<file path="src/rtl/hac_pkg.sv">
package hac_pkg;

  // Largest count that a bin can hold.
  localparam logic [30:0] BinMax = 31'h7FFF_FFFF;

  // Number of quotient bits produced for a normalize division.
  localparam int unsigned LongBits = 31;

  typedef enum logic [1:0] {
    MODE_HIT   = 2'd0,
    MODE_QUERY = 2'd1,
    MODE_NORM  = 2'd2,
    MODE_CLEAR = 2'd3
  } mode_e;

  typedef enum logic [1:0] {
    STATUS_OK    = 2'd0,
    STATUS_RANGE = 2'd1,
    STATUS_EMPTY = 2'd2
  } status_e;

  // Register indexes on the configuration port.
  typedef enum logic [1:0] {
    REG_LEFT  = 2'd0,
    REG_RIGHT = 2'd1,
    REG_BINS  = 2'd2,
    REG_NONE  = 2'd3
  } reg_e;

  typedef struct packed {
    logic start;
    logic long_mode;
  } div_req_t;

  typedef struct packed {
    logic busy;
    logic done;
  } div_rsp_t;

endpackage

</file>
<file path="src/rtl/hac_div.sv">
module hac_div import hac_pkg::*; #(
  parameter int unsigned SHORT_BITS = 8
) (
  input  logic        clk_i,
  input  logic        rst_ni,
  input  div_req_t    req_i,
  input  logic [63:0] dividend_i,
  input  logic [32:0] divisor_i,
  output div_rsp_t    rsp_o,
  output logic [30:0] quotient_o
);

  // Restoring division, one quotient bit a cycle. The caller guarantees that
  // the quotient fits in the number of bits requested.
  logic [63:0] rem_q;
  logic [63:0] dsh_q;
  logic [30:0] quo_q;
  logic [4:0]  cnt_q;
  logic        busy_q;
  logic        done_q;
  logic [64:0] trial;

  assign trial = {1'b0, rem_q} - {1'b0, dsh_q};

  always_ff @(posedge clk_i or negedge rst_ni) begin
    if (!rst_ni) begin
      busy_q <= 1'b0;
      done_q <= 1'b0;
      cnt_q  <= '0;
      rem_q  <= '0;
      dsh_q  <= '0;
      quo_q  <= '0;
    end else begin
      done_q <= 1'b0;
      if (req_i.start) begin
        busy_q <= 1'b1;
        rem_q  <= dividend_i;
        quo_q  <= '0;
        if (req_i.long_mode) begin
          dsh_q <= 64'(divisor_i) << (LongBits - 1);
          cnt_q <= 5'(LongBits - 1);
        end else begin
          dsh_q <= 64'(divisor_i) << (SHORT_BITS - 1);
          cnt_q <= 5'(SHORT_BITS - 1);
        end
      end else if (busy_q) begin
        if (!trial[64]) begin
          rem_q <= trial[63:0];
          quo_q <= {quo_q[29:0], 1'b1};
        end else begin
          quo_q <= {quo_q[29:0], 1'b0};
        end
        dsh_q <= dsh_q >> 1;
        if (cnt_q == 5'd0) begin
          busy_q <= 1'b0;
          done_q <= 1'b1;
        end else begin
          cnt_q <= cnt_q - 5'd1;
        end
      end
    end
  end

  assign rsp_o.busy  = busy_q;
  assign rsp_o.done  = done_q;
  assign quotient_o  = quo_q;

endmodule

</file>
<file path="config.mk">
export PLATFORM = sky130hd
export DESIGN_NAME = hac_div
export DESIGN_NICKNAME = d
export VERILOG_FILES = /design/src/rtl/hac_pkg.sv /design/src/rtl/hac_div.sv
export SDC_FILE = /design/constraint.sdc
export NUM_CORES = 1
export LEC_CHECK = 0
export BUFFER_PORTS_ARGS = -buffer_cell sky130_fd_sc_hd__buf_2
export CORE_MARGIN = 5
export CORE_UTILIZATION = 50
export DETAILED_ROUTE_END_ITERATION = 8
export PLACE_DENSITY = 0.74
export SLEW_MARGIN = 20
export SYNTH_ARGS = -nofsm -noshare
export SYNTH_HDL_FRONTEND = slang
export SYNTH_SLANG_ARGS = --single-unit
</file>
<file path="constraint.sdc">
create_clock -name clk_i -period 5.95 [get_ports clk_i]
set_input_delay 0.595 -clock clk_i [delete_from_list [all_inputs] [get_ports clk_i]]
set_output_delay 0.595 -clock clk_i [all_outputs]
set_load 0.05 [all_outputs]
</file>
After elaboration in Yosys (flattened, before gate mapping) --
Cells that the tools add are included.
Word-level totals: flip-flop bits (word level) 166, bits in latches 0, RAM bits 0, bits in read-only memories 0, word-level logic and storage cells 33, memories kept 0
Operators by class: add/sub/neg operators 2, $mul 0, divide/modulo/power cells 0, magnitude comparators 0, equal/unequal tests 2, shift operators 0, muxes and demuxes 19, bitwise gates (word level) 0, reduce and logical (&&, ||, !) cells 4
Operators by type and width (count):
- $mux 64 | 5
- $sub 64x64->65 | 1
- $mux 63 | 1
- $mux 31 | 2
- $mux 5 | 4
- $mux 1 | 7
- $logic_not 5->1 | 1
- $sub 5x1->5 const B | 1
- $ne 2x2->1 const B | 2
- $reduce_and 2->1 | 2
- $reduce_bool 2->1 | 1

Longest topological paths before layout --
word-level depth 4, gate-level depth with buffers 16, gate-level depth less buffers 14

Worst setup path after synthesis --
OpenSTA, ideal clock, no wires.
path type register to register, start point register rem_q[0], end point register rem_q[50], arrival 2939 ps, data required time 5826 ps, path slack 2888 ps, cell stages (with the launch flop) 16, clock period less this slack 3062 ps, cell sequence dfrtp_1 -> inv_1 -> ha_1 -> fa_1 -> nand2b_1 -> a21oi_2 -> o2111ai_2 -> a211oi_2 -> o211ai_2 -> nand3_2 -> a31oi_2 -> o21a_1 -> buf_4 -> buf_6 -> and3_1 -> a211o_1
Between the ends: longest elaborated chain between the ends 4, elaborated cells on any way between the ends 6
Ends and longest elaborated chain:
- start, declared | RTL line hac_div.sv:15 | logic [63:0] rem_q;
- start signal, assigned | RTL line hac_div.sv:37 | rem_q <= dividend_i;
- start signal, assigned | RTL line hac_div.sv:48 | rem_q <= trial[63:0];
- $sub 64x64->65 * | RTL line hac_div.sv:23 | assign trial = {1'b0, rem_q} - {1'b0, dsh_q};
- $mux 64 | RTL line hac_div.sv:47 | if (!trial[64]) begin
- $mux 64 | RTL line hac_div.sv:46 | end else if (busy_q) begin
- $mux 64 | RTL line hac_div.sv:35 | if (req_i.start) begin
Mark *: on every way between the ends. The rest lies on a longest branch, timed or not. The select of a mux whose other input is x is not followed. A chain may end at the register's enable or synchronous reset.

Final worst setup path --
start point register rem_q[57], end point register rem_q[31]
Between the ends: longest elaborated chain between the ends 3
Ends and longest elaborated chain (RTL line):
- $sub 64x64->65 | hac_div.sv:23
- $ne 2x2->1 (no line)
- $reduce_and 2->1 (no line)
Every way passes these cells.

==> impl_metrics.ini <==
[clocking]
clk_pin_slew_worst_paths_ps = 80
cts_buffer_depth = 2
root_buffer = clkbuf_16
clk_latency_ps = 450
cts_setup_buffers = 0
cts_made_buffers = 17
tritoncts = built
numClockSinks = 165
ctsResizeCount = 0
h-tree-depth = 4
ctsHoldBuffers = 0

[grt]
grt_pass1_wl_microns = 50600
grt_overflow = 0
grtUsageTotal_pct = 23.9
grt_pass1_vias = 9843
antenna_found_initial = 11
grt_max_degree = 118

[power]
power_per_cell_area_nw_per_um2 = 507
irDropWorstVdd_mv = 0.226
seqPwrFrac_pct = 24.4
p_comb_share_pct = 57.5
power.share.clock_pct = 18.1
net-switching-power_w = 0.00294
p_sw_share_pct = 45.5
power.static_leakage_nw = 6.68
power.internal_w = 0.00352

[run_status]
status = completed

[sta]
slew_headroom_pct = 39.5
fin_setup_tns_ps = 0
clock_skew_ps = 21.9
hold_violations = 0
setup_viol = 0
max_freq_mhz = 232
fin_crit_ps = 4310
finalCritPeriodShare_pct = 72.5
worst_slew_pin_slew_ps = 907
rsz0062_at_grt = no
maxSlewViolCount = 0
worst_slack_ps = 1640

[detailed_routing]
drc = 0
drt-pass1-iter-count = 5
antenna_left = 0
vias = 9957
routed_wl_microns = 30900
dr.first_iter.drc_count = 795
wl_per_cell_microns = 17.9
avgViaCountPerCell = 5.78

[floorplanning]
fp.coreArea_sq_um = 22500
start_util_pct = 50.3
die-area_sq_um = 25800
die_h_microns = 161
row_count = 55
pin_count = 134
fp.dieW_microns = 161

[yosys]
synth_area_leader_cell = dfrtp_1
synth-edff-count = 0
ys_seq_elements = 165
syn_nets = 1506
yosysTopAreaCellShare_pct = 36.4
ys_warn_count = 0
ys.flop_type = dfrtp_1
syn-cell-area_sq_um = 11300
synth_area_leaders = dfrtp_1 (36%), mux2i_1 (9.1%), ha_1 (7.2%)
syn_inst = 1339
synth_cell_types = 69
synthArstFlopShare_pct = 100
syn_area_per_cell_sq_um = 8.46
ys_seq_area_share_pct = 36.4

[critical_path]
crit_path_end_kind = register
startpoint = rem_q[57]
r2r_start = rem_q[57]
crit_type = register to register
worst_ep_required_time_ps = 6230
arrival_ps = 4590
cp_max_fo = 46
start_kind = register

[finish]
drive_above_1_share_pct = 14.2
regArea_sq_um = 4130
area_delta_synth_final_pct = 12.4
fin_nets = 1587
multi_input_area_sq_um = 6550
fillers = 2061

[placed_design]
place_congestion = 0.998
io_buffers = 133
pre_cts_ws_ps = 1820
dp_hpwl_microns = 22600

[run]
maxCapViolCount = 0

[min_path]
hold_path_class = input pin to asynchronous set/reset pin
-- sequential cells by signal, summed over array words and instances (netlist names) --
signal      cells
done_q          1
cnt_q           5
rem_q          64
dsh_q          63
busy_q          1
quotient_o     31
-- metrics by stage --
| step | total power (W) | util (%) | hold slack, ps | cell area, sq um | std cells |
|---|---|---|---|---|---|
| floorplan | 0.00448 | - | 299 | 11300 | 1339 |
| global placement | 0.00518 | 53.8 | 500 | 12100 | 1686 |
| global route | 0.00698 | 56.6 | 274 | 12700 | 1721 |
| finish | 0.00646 | 56.6 | 208 | 12700 | 1722 |
| detailed placement | 0.00524 | 53.8 | 517 | 12100 | 1686 |
| CTS | 0.00644 | 56.5 | 243 | 12700 | 1718 |
-- per-layer routing --
layer | routed length (microns) | global-route usage (%)
met5 | 85 | 0
met4 | 558 | 6.06
met3 | 2140 | 6.59
met2 | 14000 | 37.7
met1 | 14100 | 32.8
-- power groups by stage --
stage                     clock network, W  registers (W)  logic [W]
after detailed placement                 0        0.00159    0.00365
after global placement                   0        0.00159    0.00359
after CTS                          0.00118        0.00158    0.00368
after floorplan                          0        0.00154    0.00294
final                              0.00117        0.00158    0.00371
after global routing               0.00123        0.00161    0.00414
-- logic make-up after synthesis --
group	count (synthesis)	synth area share, %
xor+xnor	56	4.33
buf+inv	165	5.84
compound gates	408	22.7
simple gates	376	14.3
mux	103	9.10
flops	165	36.4
fa+ha+maj	66	7.36
-- worst max-delay path, stage by stage, from the launching register on --
cell and delay, ps:
dfrtp_1 390, ha_1 370, a21o_1 210, a21o_1 170, a21o_1 170, a21o_1 160, a21oi_1 170, nor2b_1 80
o41ai_1 670, o21a_2 830, buf_4 540, nor2_1 100, a21oi_1 150, o21ai_0 90
-- area by class of cell --
type                            count  area share, %
Sequential cell                   165           32.5
Antenna cell                        4         0.0786
Clock buffer                       18           3.45
Tap cell                          285           2.80
Inverter                           85           2.51
Clock inverter                     14           1.45
Multi-Input combinational cell   1009           51.4
Timing Repair Buffer              142           5.86
-- cells in the final DEF, fill, tap and decap left out, drive strengths merged, types with 5 or more instances in the layout --
cell and count:
nand4 16, a2bb2oi 7, mux2i 103, o211a 11, nand2b 6, nand2 176
clkbuf 18, nand3 14, xor2 16, o211ai 7, inv 91, a21o 50
a31oi 17, o21a 9, dfrtp 165, o2111ai 5, o21bai 16, nor2b 6
and2 5, ha 65, o21ai 128, and3 11, a211oi 6, a21oi 125
clkinv 6, buf 142, nor3 14, nor2 116, xnor2 40
-- final timing paths --
kind                                   to  slack (ps)  depth (start not counted)
setup / recovery                rem_q[31]        1640                         13
hold / removal                  rem_q[25]         210                          1
setup reg to reg                rem_q[31]        1640                         13
hold reg to reg            quotient_o[30]         530                          2
max in group asynchronous          busy_q        4590                          2
min in group clk_i               rem_q[8]         350                          3
-- synthesized netlist by cell type (2+ instances only) --
master and number:
a211oi_2 2, inv_1 85, o21a_1 9, or3_1 3, dfrtp_1 165, a2bb2oi_1 6
buf_4 4, o2111ai_1 4, nor3_1 13, and2_1 5, nand3_1 13, or2_2 2
nand2b_1 6, nand2_1 176, a211oi_1 4, mux2i_1 103, o211a_1 11, buf_1 8
o21ai_1 8, o21ai_0 119, a31oi_1 16, a21oi_2 3, and3_1 11, clkbuf_1 51
a21oi_1 121, xnor2_1 40, nor2b_1 6, a211o_1 4, o31a_1 4, o21bai_1 16
o31ai_1 4, nor2_1 115, nand4_1 16, or4b_2 3, ha_1 65, xor2_1 16
o211ai_1 6, buf_2 16, a21o_1 50
Note: power is estimated with default switching activity, not from simulation.
